File: src/hw/rtl/rbb_lane.sv
module rbb_lane (
  input  logic        clk,
  input  logic        clr,
  input  logic        add,
  input  logic [7:0]  pix,
  input  logic        div_start,
  input  logic [16:0] count,
  output logic [7:0]  mean,
  output logic        done
);
  logic [21:0] sum_r;
  logic [22:0] rem_r;
  logic [22:0] quo_r;
  logic [4:0]  bit_r;
  logic        busy_r;
  logic [23:0] trial;
  logic [23:0] num;

  assign num   = {1'b0, sum_r, 1'b0} + 24'(count);
  assign trial = {rem_r, quo_r[22]} - {6'd0, count, 1'b0};

  always_ff @(posedge clk) begin
    if (clr) begin
      sum_r <= '0;
    end else if (add) begin
      sum_r <= sum_r + 22'(pix);
    end
    if (div_start) begin
      rem_r  <= '0;
      quo_r  <= num[22:0];
      bit_r  <= 5'd23;
      busy_r <= 1'b1;
    end else if (busy_r) begin
      if (!trial[23]) begin
        rem_r <= trial[22:0];
        quo_r <= {quo_r[21:0], 1'b1};
      end else begin
        rem_r <= {rem_r[21:0], quo_r[22]};
        quo_r <= {quo_r[21:0], 1'b0};
      end
      bit_r <= bit_r - 5'd1;
      if (bit_r == 5'd1) begin
        busy_r <= 1'b0;
      end
    end
  end

  assign done = !busy_r;
  assign mean = (quo_r > 23'd255) ? 8'd255 : quo_r[7:0];
endmodule

File: config.mk
export PLATFORM = sky130hd
export DESIGN_NAME = rbb_lane
export DESIGN_NICKNAME = d
export VERILOG_FILES = /design/src/hw/rtl/rbb_lane.sv
export SDC_FILE = /design/constraint.sdc
export NUM_CORES = 1
export LEC_CHECK = 0
export ABC_AREA = 1
export BUFFER_PORTS_ARGS = -buffer_cell sky130_fd_sc_hd__buf_4
export CORE_MARGIN = 2
export CORE_UTILIZATION = 64
export CTS_BUF_LIST = sky130_fd_sc_hd__clkbuf_4
export DETAILED_ROUTE_END_ITERATION = 10
export PLACE_DENSITY_LB_ADDON = 0.08
export SLEW_MARGIN = 25
export SYNTH_ARGS = -nofsm -noshare
export SYNTH_HDL_FRONTEND = slang
export SYNTH_SLANG_ARGS = --single-unit
File: constraint.sdc
create_clock -name clk -period 2.3 [get_ports clk]
set_input_delay 0.115 -clock clk [delete_from_list [all_inputs] [get_ports clk]]
set_output_delay 0.115 -clock clk [all_outputs]
set_load 0.02 [all_outputs]
Word-level counts from Yosys, hierarchy flattened --
Cells that the tools add are included. Widths: inputs -> output; s select.
Storage, ports and cells: memory bits (writable) 0, register bits after elaboration 74, input bits 29, bits in read-only memories 0, memories kept 0, bits in latches 0, output and inout port bits 9, logic and storage cells 20
Cells by class: bitwise logic cells 0, $add $sub $neg 4, shift-type cells 0, divide/modulo/power cells 0, $mul 0, magnitude comparators 1, reductions and logical operators 2, mux-type cells 7, equality and inequality tests 1
Operator list (count):
- $mux 23 | 3
- $sub 24x18->24 | 1
- $add 23x17->23 | 1
- $gt 23x8->1 const B | 1
- $add 22x8->22 | 1
- $mux 8 | 1
- $eq 5x1->1 const B | 1
- $sub 5x1->5 const B | 1
- $mux 1 | 3
- $reduce_bool 2->1 | 1
- $logic_not 1->1 | 1

Depth between registers and ports, before layout --
word-level depth 4, gate-level depth with buffers 17, mapped depth without buffers 16

Worst setup path after synthesis --
No wires, ideal clock.
kind reg2reg, start point reg rem_r[0], end point reg quo_r[0] (data pin), data required time 2.035 ns, stages on the path, launching flop included 14, arrival time 1.745 ns, path slack 0.290 ns, setup time 0.265 ns, clock period less this slack 2.010 ns, buffers on the path 1, cell sequence dfxtp_1 inv_1 ha_1 inv_1 fa_1 nand3_1 nand3_2 nand2_1 nand2_2 nand3_2 nand3_1 nand2_2 buf_6 o21ai_1
On the way: word-level cells in the longest chain between the ends 4
Ends and longest elaborated chain:
- from (decl) | line 12 | logic [22:0] rem_r;
- from (signal assigned) | line 35 | rem_r <= trial[22:0];
- from (signal assigned) | line 38 | rem_r <= {rem_r[21:0], quo_r[22]};
- $sub 24x18->24 | line 20 | assign trial = {rem_r, quo_r[22]} - {6'd0, count, 1'b0};
- $mux 1 | line 34 | if (!trial[23]) begin
- $mux 23 | line 33 | end else if (busy_r) begin
- $mux 23 | line 28 | if (div_start) begin
- to (signal assigned) | line 30 | quo_r <= num[22:0];
- to (signal assigned) | line 36 | quo_r <= {quo_r[21:0], 1'b1};
- to (signal assigned) | line 39 | quo_r <= {quo_r[21:0], 1'b0};
- to (decl) | line 13 | logic [22:0] quo_r;
Every way passes these cells. The select of a mux whose other input is x is not followed. A chain may end at the register's enable or synchronous reset.

Worst setup path in the final report --
start point reg sum_r[0], end point reg quo_r[11] (data pin)
On the way: word-level cells in the longest chain between the ends 2
Ends and longest elaborated chain:
- from (decl) | line 11 | logic [21:0] sum_r;
- from (signal assigned) | line 26 | sum_r <= sum_r + 22'(pix);
- $add 23x17->23 | line 19 | assign num = {1'b0, sum_r, 1'b0} + 24'(count);
- $mux 23 | line 28
Every way passes these cells.

==> results.toml <==
[route]
vias = 6409
vias_per_cell = 5.310
wl_per_cell_um = 13.20
ant_nets = 0
drtPass1Iterations = 7
totalWireLength_um = 15930
drt_iter0_drc = 447
drcViolationCount = 0

[final_layout]
antenna_cells = 0
final_util_pct = 71.37
nNetsFinal = 1144
layout_common_cells = "381 x nand2_1, 161 x inv_1, 90 x nor2_1"
drive_gt1_share_pct = 8.007
area_delta_synth_final_pct = 10.03
final_common_cell = "nand2_1"

[logic_synthesis]
yosys.area.top_type = "nand2_1"
syn_area_um2 = 6252
synthTopCellsByArea = "nand2_1 23%, dfxtp_1 16%, edfxtp_1 11%"
synth_top_area_share_pct = 22.93
synth_fp_nets = 1102
syn_inst = 1027
synth.avg_cell_area_um2 = 6.088
ys_seq_area_share_pct = 27.38
synth_cell_types = 37
synth-seq-cells = 74
yosysWarnings = 0

[placed_design]
numPortBuffers = 37
dp_hpwl_um = 12230
gp_congestion = 0.9409

[grt]
antenna_found_initial = 0
overflow = 0
grt_pass1_vias = 5630
grt.total_usage_pct = 31.85
grt_pass1_wl_um = 26310
grt_max_degree = 38

[worst_setup_path]
cp.required_ns = 2.55
crit_type = "flip-flop to flip-flop"
ff2ff_path_depth = 11
cp.arrival_ns = 2.43
critPathLaunchType = "flip-flop"
worstPathMaxFanout = 4
worstReg2RegStart = "sum_r[0]"
end_kind = "flip-flop"
r2r_slack_ns = 0.12
r2r-end = "quo_r[11]"
setup.worst_path.end = "quo_r[11]"
crit_start = "sum_r[0]"

[cts]
clkLatencyLatePin_ns = 0.48
cts_sinks = 74
clk_root_buffer_cell = "clkbuf_4"
cts_buffers = 9
cts_buffer_depth = 2
cts.clk_slew.worst_paths_ns = 0.14
cts_tree = "yes"
h-tree-depth = 3

[sta]
period_needed_ns = 2.176
tightestPinTransition_ns = 0.5468
slew_viol_final = 0
finalSetupViolCount = 0
slew_headroom_pct = 63.16
final.period_utilization_pct = 94.59
timing.fmax_mhz = 459.6
finalHoldViolations = 0
clock_skew_ns = 0.02226

[worst_hold_path]
hp-class = "input port to flip-flop"
hold_depth = 4

[power]
power_leakage_nw = 3.685
p_total_mw = 5.764
p_per_area_nw_per_um2 = 837.9
ir_worst_vdd_mv = 0.5166

[floorplan]
chipWidth_um = 102.8
start_util_pct = 64.86
ios = 38
row_count = 36
die_h_um = 102.8
die_area_um2 = 10580
core_um2 = 9639

[run_status]
outcome = "complete, no violations"

[job]
cap_violations = 0
==> stage by stage <==
stage | hold slack, ns | setup WS [ns] | TNS, ns | area, um^2 | instances
floorplan | 0.2745 | 0.2898 | 0 | 6252 | 1027
global placement | 0.4028 | 0.1496 | 0 | 6673 | 1188
detailed placement | 0.4088 | 0.07429 | 0 | 6673 | 1188
CTS | 0.01098 | 0.05095 | 0 | 6847 | 1207
global route | 0.04972 | -0.01029 | -0.01029 | 6879 | 1207
finish | 0.01834 | 0.1243 | 0 | 6879 | 1207
==> worst min-delay path by stage <==
stage               startpoint        end  slack, ns
finish                  pix[0]   sum_r[0]       0.02
global route            pix[0]   sum_r[0]       0.05
CTS                     pix[0]   sum_r[0]       0.01
detailed placement         clr  sum_r[17]       0.41
global placement           clr  sum_r[19]       0.40
floorplan                  clr   sum_r[2]       0.27
==> cells by family (layout without fill, tap and decap cells) <==
group                    after synthesis  in the layout  synth area share [%]
adder cells (fa/ha/maj)               46             46                 9.566
XOR/XNOR                              20             20                 2.802
buffers and inverters                182            229                 11.51
AO/OA/AOI/OAI                         98             98                 8.325
flip-flops                            74             74                 27.38
AND/OR/NAND/NOR                      607            607                 40.42
==> what timing repair did <==
item                       CTS  global route
gates resized for setup      0             7
hold endpoints to repair     7             0
setup endpoints to repair    0            35
hold buffers                 3             0
setup buffers                0             0
==> synth_stat cells (all sizes together) <==
library cell and number:
a21boi 2, a21o 3, a21oi 43, a22oi 1, a31oi 5, and3 2, buf 6, clkbuf 12
dfxtp 51, edfxtp 23, fa 3, ha 43, inv 164, nand2 390, nand3 81, nand3b 8
nand4 12, nor2 94, nor3 13, nor4 5, o21ai 38, o21bai 1, o22ai 5, or2 2
xnor2 12, xor2 8
==> routing by layer <==
layer | part of all wire, % | global-route usage [%] | vias to the layer above | wire, um
met5 | 0 | 0 | - | 0
met4 | 2.3 | 11.64 | 0 | 368
met3 | 7.6 | 3.322 | 28 | 1207
met2 | 42 | 47.46 | 235 | 6660
met1 | 48 | 47.79 | 2814 | 7695
li1 | - | - | 3332 | -
==> state kept, by name, indices dropped and copies added (netlist names) <==
register,flops
bit_r,5
busy_r,1
quo_r,23
rem_r,23
sum_r,22
==> final cells by class <==
| type | count | area (um^2) |
|---|---|---|
| clock buffer | 9 | 67.56 |
| clock inverter | 7 | 76.32 |
| fill | 931 | 2760 |
| inverter | 164 | 615.6 |
| multi-input combinational | 771 | 3854 |
| sequential | 74 | 1712 |
| tap | 133 | 166.4 |
| timing repair buffer | 49 | 387.9 |
==> worst max-delay path, cell delays in order (launching register included) <==
cell,delay (ns)
dfxtp_1,0.36
ha_1,0.24
fa_1,0.40
nand2_1,0.13
a21oi_2,0.09
nand3_1,0.07
nand2_1,0.12
nand2_1,0.08
nand3_1,0.08
or2_2,0.28
nand3_1,0.07
nand2_1,0.05
==> power breakdown <==
group | total, mW | switching [mW] | internal (mW)
logic | 3.07 | 1.94 | 1.13
clock network | 0.882 | 0.544 | 0.338
registers | 1.81 | 0.208 | 1.61
No activity file was read; power rests on OpenSTA's default activity.
