[src/hw/rtl/rbb_ram.sv]
module rbb_ram #(
  parameter int WIDTH = 8,
  parameter int DEPTH = 16
) (
  input  logic                     clk,
  input  logic                     we,
  input  logic [$clog2(DEPTH)-1:0] waddr,
  input  logic [WIDTH-1:0]         wdata,
  input  logic [$clog2(DEPTH)-1:0] raddr,
  output logic [WIDTH-1:0]         rdata
);
  logic [WIDTH-1:0] mem [DEPTH];

  always_ff @(posedge clk) begin
    if (we) begin
      mem[waddr] <= wdata;
    end
    rdata <= mem[raddr];
  end
endmodule

[config.mk]
export PLATFORM = sky130hd
export DESIGN_NAME = rbb_ram
export DESIGN_NICKNAME = d
export VERILOG_FILES = /design/src/hw/rtl/rbb_ram.sv
export SDC_FILE = /design/constraint.sdc
export NUM_CORES = 1
export LEC_CHECK = 0
export ABC_CLOCK_PERIOD_IN_PS = 3050
export BUFFER_PORTS_ARGS = -buffer_cell sky130_fd_sc_hd__buf_4
export CORE_ASPECT_RATIO = 0.6
export CORE_MARGIN = 2
export CORE_UTILIZATION = 40
export CTS_BUF_LIST = sky130_fd_sc_hd__clkbuf_2 sky130_fd_sc_hd__clkbuf_4 sky130_fd_sc_hd__clkbuf_8
export DETAILED_ROUTE_END_ITERATION = 7
export PLACE_DENSITY_LB_ADDON = 0.2
export SLEW_MARGIN = 5
export SYNTH_ARGS = -nofsm -noshare
export SYNTH_HDL_FRONTEND = slang
export SYNTH_SLANG_ARGS = --single-unit
[constraint.sdc]
create_clock -name clk -period 3.05 [get_ports clk]
set_input_delay 0.305 -clock clk [delete_from_list [all_inputs] [get_ports clk]]
set_output_delay 0.305 -clock clk [all_outputs]
set_load 0.02 [all_outputs]
**Yosys cells after proc, flatten, opt, wreduce, memory -nomap -nowiden**

Memories as Yosys holds them, arrays and structs flattened. A register that Yosys moved wholly into a read port is not among the register bits.
Index checks and enable logic that the tools add are counted.

- Word-level logic and storage cells: 3
- Memories kept: 1
- Output and inout bits: 8
- Bits in writable memories: 128
- Flip-flop bits (word level): 0
- Input port bits: 18

Memory list:

| memory | words | bits a word | rd ports | clocked after Yosys merged registers in | write ports | RTL line | RTL |
|---|---|---|---|---|---|---|---|
| mem | 16 | 8 | 1 | 1 | 1 | 12 | `logic [WIDTH-1:0] mem [DEPTH];` |

- Mux-type cells: 2

Operators with widths:

| cell | number |
|---|---|
| $mux W1 | 2 |

**Longest topological paths before layout**

Gate-level depths: netlist of the first run.

- Depth after elaboration: 2
- Mapped depth: 5
- Mapped depth without buffers: 3

**Worst setup path before layout of the first run**

OpenSTA, ideal clock, no wires.

- Path kind: input -> register
- From: input waddr[2]
- To: memory mem[0][0] (enable)
- Setup slack: 1252 ps
- Required time: 2667 ps
- Setup time: 383 ps
- Path buffers: 0
- Stages: 2
- Arrival: 1415 ps
- Cells stage by stage: or3b_2 > nor3_1

RTL lines:

| element | RTL line | RTL |
|---|---|---|
| from (decl) | 7 | `input logic [$clog2(DEPTH)-1:0] waddr,` |
| to (decl) | 12 |  |

Straight into the memory's write port.

**Final worst setup path of the first run**

- From: input waddr[2]
- To: memory mem[3][1] (enable)

Straight into the memory's write port.

==> results of run 1 <==
sequential cells by signal (all words and copies together), names as in the netlist:
signal  cells
mem       128
rdata       8
cell usage after synthesis, types with 3 or more instances:
library cell	count
nor2_1	13
buf_6	3
buf_2	3
nor3_1	4
a22oi_1	16
clkdlybuf4s25_2	3
nand2_1	9
edfxtp_1	128
dfxtp_1	8
mux4_2	18
mux4_1	14
metrics by stage:
| stage | cells | instance area [sq um] | hold WS [ns] | total power [mW] | utilization (%) |
|---|---|---|---|---|---|
| 2_1_floorplan | 229 | 5150 | 0.404 | 2.26 | - |
| 3_3_place_gp | 423 | 5530 | 0.616 | 2.36 | 43.6 |
| 3_5_place_dp | 423 | 5530 | 0.633 | 2.36 | 43.6 |
| 4_1_cts | 455 | 5900 | 0.166 | 3.76 | 46.5 |
| 5_1_grt | 455 | 5900 | 0.178 | 3.87 | 46.5 |
| 6_report | 455 | 5900 | 0.184 | 3.72 | 46.5 |
report_power, final:
| part | internal [mW] | switching [mW] | leakage, nW |
|---|---|---|---|
| logic | 0.0896 | 0.122 | 0.539 |
| clock network | 0.724 | 0.676 | 0.187 |
| registers | 2.09 | 0.0173 | 1.22 |
final cells by class:
cell class / count / area share, %
Timing Repair Buffer: 34 / 4.32
Clock buffer: 18 / 4.09
Multi-Input combinational cell: 83 / 17.9
Clock inverter: 14 / 2.25
Tap cell: 170 / 3.60
Sequential cell: 136 / 67.8
kinds of logic after synthesis:
group	synth area share [%]
AOI/OAI and AO/OA	2.33
DFF	77.8
muxes	15.0
and+or+nand+nor	3.18
buffers and inverters	1.68
routing by layer:
metal  vias to the layer above  wire (um)
li1                       1061          -
met2                        72       4500
met3                        13        658
met1                      1237       5240
met4                         0        148
met5                         -          0
worst reg2reg max path, stage by stage, from the launching register on:
cell	delay [ns]
edfxtp_1	0.38
mux4_2	0.47
a22oi_1	0.33
nand2_1	0.10
worst paths after layout:
check,to,depth (start not counted)
max,mem[3][1],3
max reg2reg,rdata[7],3
min,mem[6][5],1
min reg2reg,rdata[0],3
==> impl_metrics.tcl, run 1 <==
set metrics [dict create \
    worstSetupPathType "in -> reg" \
    drcViolationCount 0 \
    cts_root_buf "clkbuf_8" \
    place_ws_ns 1.01 \
    crit_path_max_fanout 8 \
    cp_cell_sequence "buf_4 > or3b_2 > nor2_1" \
    hp-class "in -> reg" \
    dp_hpwl_mm 6.70 \
    maxSlewHeadroom_pct 37.9 \
    ctsResizeCount 0 \
    wl_per_cell_um 23.2 \
    first_pass_iters 4 \
    dieArea_sq_um 13800 \
    track_usage_pct 16.7 \
    p_per_area_nw_per_um2 630 \
    first_global_vias 2447 \
    dieHeight_um 91.9 \
    synth_ff_type "edfxtp_1" \
    gr-max-usage-layer "met1" \
    p_leak_nw 1.95 \
    drive_gt1_share_pct 29.1 \
    grt_util_met2_pct 22.4 \
    multi_input_area_sq_um 1060 \
    syn_to_final_growth_pct 14.7 \
    tightest_slew_ns 0.929 \
    die_x_um 150 \
    crit_required_ns 3.10 \
    cp_slowest_cell "nor2_1" \
    hold_viol_final 0 \
    num_rows 32 \
    synth_cells 229 \
    io_buffers 25 \
    final_nets 290 \
    synth_edf_count 128 \
    drt_first_iter_violations 192 \
    synth_top_area_share_pct 74.7 \
    met3_usage_pct 6.62 \
    path_clk_slew_ns 0.08 \
    fin_crit_ns 1.60 \
    final_antenna_net_count 0 \
    overflow 0 \
    cts.hold.buffers_added 0 \
    ys_ff_latch 136 \
    antenna_found_initial 0 \
    synthArstFlopShare_pct 0 \
    status "complete, no violations" \
    fin_tns_setup_ns 0 \
    reg2reg_slack_ns 1.66 \
    end_kind "flop" \
    synth_nets 247 \
    cts_made_buffers 17 \
    vias 2383 \
    ir_drop_uv 276 \
    critical_path_buf_inv_count 1 \
    maxCapViolations 0 \
    grt_util_met1_pct 24.9 \
    netlist_area_sq_um 5150 \
    htree_levels 4 \
    ys_seq_area_share_pct 77.8 \
    post-cts-setup-buffers 0 \
    fp.coreArea_sq_um 12700 \
    seqCellArea_sq_um 4000 \
    slew_viol_final 0 \
    yosysUniqueCellTypes 19 \
    layout_commonest_cell "edfxtp_1" \
    critical_path.top_delay_family "simple AND/OR/NAND/NOR gates" \
    antennaDiodeCount 0 \
    setup_viol 0 \
    synth_area_leaders "edfxtp_1 75%, mux4_2 7.9%, mux4_1 7.1%" \
    crit_arrival_ns 1.65 \
    layout_common_cells "128 x edfxtp_1, 34 x buf_4, 18 x mux4_2, 17 x clkbuf_8, 16 x a22oi_1" \
    clk_latency_ns 0.43 \
    gp_congestion 0.711 \
    start_util_pct 40.6 \
    fin_crit_sh_pct 52.4 \
    setup_ws_ns 1.45 \
    vias_per_cell 5.24 \
    grt_pass1_wl_mm 15.6 \
    grt_setup_unrepaired "no" \
    cts_tree "done" \
    clockBufferDepth 2 \
    holdCritStartpoint "wdata[5]" \
    fillers 1070 \
    critical-path-max-stage-delay_ns 0.69 \
    skew_ns 0.00728 \
    crit_start "waddr[2]" \
    fmax_mhz 626 \
    cp-start-kind "input pin" \
    cts.sinks 136 \
    ios 26 \
    avgSynthCellArea_sq_um 22.5 \
    synth_warnings 0 \
    routed_wl_mm 10.5 \
    worstReg2RegStart "mem[3][7]" \
    synth_top_cell_by_area "edfxtp_1" \
    grt_max_degree 33 \
]
(Power assumes the default switching activity.)
==> inputs of run 2 (changes only) <==
Settings changed: ABC_CLOCK_PERIOD_IN_PS 3050 to 1400.
Clock period 3.05 ns to 1.4 ns, I/O delays scaled along.
==> run 2 against run 1 <==
Net effect: combinational power increased to 2.5 times the previous value; clock skew is 0.0033 ns higher; die area is the same; critical endpoint is now rdata[3].
==> impl_metrics.tcl, run 2 (synthesized netlist as in run 1, its figures left out) <==
set metrics [dict create \
    status "complete, no violations" \
    layout_common_cells "128 x edfxtp_1, 54 x buf_4, 19 x mux4_2, 18 x clkbuf_8" \
    largest-register "mem" \
    multi_input_area_sq_um 1080 \
    cts_made_buffers 17 \
    slew_viol_final 0 \
    hold_viol_final 0 \
    final_nets 314 \
    dieArea_sq_um 13800 \
    vias 2478 \
    crit_start "mem[5][3]" \
    setup_viol 0 \
    end_kind "flop" \
    maxSlewHeadroom_pct 44.0 \
    drcViolationCount 0 \
    holdWs_ns 0.0176 \
    holdCritStartpoint "wdata[4]" \
    htree_levels 4 \
    maxCapViolations 0 \
    post-cts-setup-buffers 0 \
    p_per_area_nw_per_um2 1320 \
    seqCellArea_sq_um 4000 \
    grt_max_degree 22 \
    overflow 0 \
    antenna_found_initial 0 \
    crit_required_ns 1.72 \
    track_usage_pct 16.4 \
    reg2reg_to "rdata[3]" \
    cp-start-kind "flop" \
    layout_commonest_cell "edfxtp_1" \
    worstSetupPathType "reg -> reg" \
    path_clk_slew_ns 0.08 \
    first_pass_iters 7 \
    gr-max-usage-layer "met1" \
    start_util_pct 40.6 \
    cp_num_cells 3 \
    cts.sinks 136 \
    final_antenna_net_count 0 \
    drive_gt1_share_pct 37.5 \
    ctsResizeCount 1 \
    crit_path_max_fanout 1 \
    ios 26 \
    rr_worst_depth 3 \
    critical-path-max-stage-delay_ns 0.58 \
    skew_ns 0.0106 \
    fillers 1049 \
    reg2reg_slack_ns 0.05 \
    cp_slowest_cell "mux4_1" \
    grt_setup_unrepaired "yes" \
    p_leak_nw 2.08 \
    clk_latency_ns 0.43 \
    critical_path.endpoint "rdata[3]" \
    p_total_mw 8.10 \
    antennaDiodeCount 0 \
    cp_cell_sequence "mux4_1 > a22oi_2 > nand2_1" \
    io_buffers 25 \
    met3_usage_pct 4.78 \
    biggestRegsByFlops "mem x128, rdata x8" \
    grt_util_met1_pct 25.9 \
    fin_crit_sh_pct 96.6 \
    die_x_um 150 \
    syn_to_final_growth_pct 19.6 \
    largest_reg_flops 128 \
    worstReg2RegStart "mem[5][3]" \
    grt_util_met2_pct 22.1 \
    dp_hpwl_mm 6.82 \
    hp-class "in -> reg" \
    crit_arrival_ns 1.68 \
    clockBufferDepth 2 \
    tightest_slew_ns 0.838 \
    fin_crit_ns 1.35 \
    dieHeight_um 91.9 \
    vias_per_cell 5.17 \
    gp_congestion 0.771 \
    fp.coreArea_sq_um 12700 \
    ir_drop_uv 644 \
    cts_tree "done" \
    critical_path_buf_inv_count 0 \
    wl_per_cell_um 21.7 \
    cts.hold.buffers_added 0 \
    critical_path.top_delay_family "multiplexers" \
    routed_wl_mm 10.4 \
    grt_pass1_wl_mm 15.7 \
    first_global_vias 2480 \
    cts_root_buf "clkbuf_8" \
    fmax_mhz 739 \
    drt_first_iter_violations 155 \
    num_rows 32 \
]
## run 2: changes by cell type in the layout (fill, tap and decap cells not counted), sizes merged
cell,previous run,this run
buf,34,58
clkinvlp,3,5
clkbuf,18,21
clkinv,8,4
bufinv,2,1
## run 2: report_power, final
part,switching [mW],internal (mW)
logic,0.289,0.247
registers,0.0265,4.55
clock network,1.49,1.50
total,1.80,6.30
## run 2: layout make-up
cell class                      instances  share of cell area [%]
Timing Repair Buffer                   58                    7.89
Clock buffer                           21                    4.39
Sequential cell                       136                    65.0
Multi-Input combinational cell         83                    17.6
Clock inverter                         11                    1.63
Tap cell                              170                    3.46
## run 2: worst min path at each step
stage | end | slack, ns | cells past startpoint
2_1_floorplan | mem[0][0] | 0.24 | 0
3_3_place_gp | mem[4][4] | 0.45 | 1
3_5_place_dp | mem[7][4] | 0.46 | 1
4_1_cts | mem[4][4] | 0.0003 | 1
5_1_grt | mem[8][7] | 0.02 | 1
6_report | mem[4][4] | 0.02 | 1
## run 2: worst reg2reg max path, stage by stage (launching register included)
cell	delay [ns]
edfxtp_1	0.36
mux4_1	0.58
a22oi_2	0.22
nand2_1	0.08
## run 2: stage by stage
stage | setup WS, ns | util (%) | area, sq um | instances | setup TNS (ns)
floorplan | -0.00615 | - | 5150 | 229 | -0.147
global placement | -0.273 | 45.4 | 5760 | 447 | -1.78
detailed placement | -0.278 | 45.4 | 5760 | 447 | -2.21
CTS | 0.0205 | 48.4 | 6140 | 479 | 0
global route | -0.0235 | 48.5 | 6160 | 479 | -0.0235
finish | 0.0470 | 48.5 | 6160 | 479 | 0
## run 2: routing by layer
| metal | vias to the layer above | routed length, um |
|---|---|---|
| li1 | 1104 | - |
| met1 | 1313 | 5300 |
| met2 | 55 | 4520 |
| met3 | 6 | 533 |
| met4 | 0 | 51 |
| met5 | - | 0 |
==> inputs of run 3 (changes only) <==
Settings changed: BUFFER_PORTS_ARGS -buffer_cell sky130_fd_sc_hd__buf_4 to default, CTS_CLUSTER_DIAMETER from default to 30, DONT_BUFFER_PORTS from default to 1.
==> run 3 against run 2 <==
Net effect: sequential power rose by 0.9%; worst setup slack improved by 0.019 ns; total power rose by 2.2%; maximum frequency is 1.4% higher; via count shrank 5.6%; register-to-register slack improved by 0.02 ns; highest routed layer unchanged; global-route usage down 0.087 points; largest cell class unchanged; core utilization shrank 1.5 points; largest power group unchanged.
==> impl_metrics.tcl, run 3 (synthesized netlist as in run 1, its figures left out) <==
set metrics [dict create \
    dieHeight_um 91.9 \
    io_buffers 0 \
    overflow 0 \
    setup_ws_ns 0.0660 \
    fin_crit_sh_pct 95.3 \
    p_total_mw 8.28 \
    p_leak_nw 1.96 \
    hold_viol_final 0 \
    final_nets 286 \
    hp-class "in -> reg" \
    wl_per_cell_um 22.9 \
    tightest_slew_ns 0.857 \
    vias_per_cell 5.19 \
    cts.sinks 136 \
    grt_max_degree 33 \
    largest-register "mem" \
    layout_common_cells "128 x edfxtp_1, 21 x buf_4, 19 x mux4_2, 19 x clkbuf_8" \
    status "complete, no violations" \
    fin_tns_setup_ns 0 \
    slew_viol_final 0 \
    setup_viol 0 \
    path_clk_slew_ns 0.07 \
    placed_cell_area_sq_um 5440 \
    crit_required_ns 1.70 \
    maxSlewHeadroom_pct 42.7 \
    antennaDiodeCount 0 \
    first_pass_iters 4 \
    end_kind "flop" \
    final_area_sq_um 5970 \
    num_rows 32 \
    drive_gt1_share_pct 28.1 \
    fp.coreArea_sq_um 12700 \
    skew_ns 0.0143 \
    syn_to_final_growth_pct 16.0 \
    ios 26 \
    drcViolationCount 0 \
    final_antenna_net_count 0 \
    first_global_vias 2415 \
    fmax_mhz 750 \
    fin_crit_ns 1.33 \
    ir_drop_uv 628 \
    start_util_pct 40.6 \
    maxCapViolations 0 \
    dieArea_sq_um 13800 \
    htree_levels 4 \
    crit_arrival_ns 1.64 \
    p_per_area_nw_per_um2 1390 \
    worstSetupPathType "reg -> reg" \
    crit_path_max_fanout 1 \
    dp.cells 410 \
    cts_root_buf "clkbuf_8" \
    cp-start-kind "flop" \
    biggestRegsByFlops "mem x128, rdata x8" \
    largest_reg_flops 128 \
    clk_latency_ns 0.43 \
    antenna_found_initial 0 \
    die_x_um 150 \
    grt_pass1_wl_mm 15.4 \
    place_ws_ns -0.0104 \
    clockBufferDepth 2 \
    dp_hpwl_mm 6.55 \
    drt_first_iter_violations 236 \
    routed_wl_mm 10.3 \
    layout_commonest_cell "edfxtp_1" \
    cts_tree "done" \
    fin_cells 451 \
    track_usage_pct 16.3 \
    cts_made_buffers 17 \
    post-cts-setup-buffers 0 \
    vias 2340 \
    gp_congestion 0.715 \
]
==> run 3: cell count changes in the layout (fill, tap and decap cells not counted) <==
cell           before  now
a22oi_1            11   10
clkinv_1            0    1
buf_4              54   21
bufinv_16           1    3
a22oi_2             5    6
clkbuf_4            3    4
buf_12              4    0
inv_6               1    0
clkbuf_8           18   19
dlygate4sd3_1       0    9
clkinvlp_4          5    1
==> run 3: layer usage <==
metal / global-route usage, % / up-vias / routed length (um)
li1: - / 1048 / -
met1: 25.7 / 1217 / 5120
met2: 21.6 / 67 / 4500
met3: 4.08 / 8 / 619
met4: 6.13 / 0 / 74
met5: 0 / - / 0
==> run 3: worst paths after layout <==
check	startpoint	to	slack, ns	cells after the start
worst min register to register	mem[12][5]	rdata[5]	0.68	3
worst max-delay path	mem[9][2]	rdata[2]	0.07	3
worst min-delay path	raddr[1]	rdata[4]	0.03	3
worst max register to register	mem[9][2]	rdata[2]	0.07	3
==> run 3: power breakdown <==
part | internal, mW | total, mW | switching (mW)
Sequential | 4.55 | 4.61 | 0.0645
Combinational | 0.165 | 0.346 | 0.181
Clock | 1.92 | 3.32 | 1.39
==> run 3: critical path: stages (launching register included) <==
cell and delay, ns:
edfxtp_1 0.35, mux4_1 0.51, a22oi_2 0.28, nand2_1 0.07
==> run 3: repair_timing <==
| action | in CTS | in global routing |
|---|---|---|
| hold buffers | 9 | 0 |
| gates resized for setup | 1 | 6 |
| endpoints found under the hold margin | 131 | 0 |
| setup endpoints to repair | 1 | 5 |
==> run 3: layout make-up <==
cell class | count | area [sq um]
clock buffer | 23 | 292
clock inverter | 9 | 125
fill | 1042 | 6720
multi-input combinational | 83 | 1090
sequential | 136 | 4000
tap | 170 | 213
timing repair buffer | 30 | 248
==> run 3: through the flow <==
step	hold WS (ns)	util (%)
4_1_cts	0.00980	46.8
3_5_place_dp	0.240	42.8
3_3_place_gp	0.240	42.8
5_1_grt	0.0171	47.0
2_1_floorplan	0.239	-
6_report	0.0301	47.0
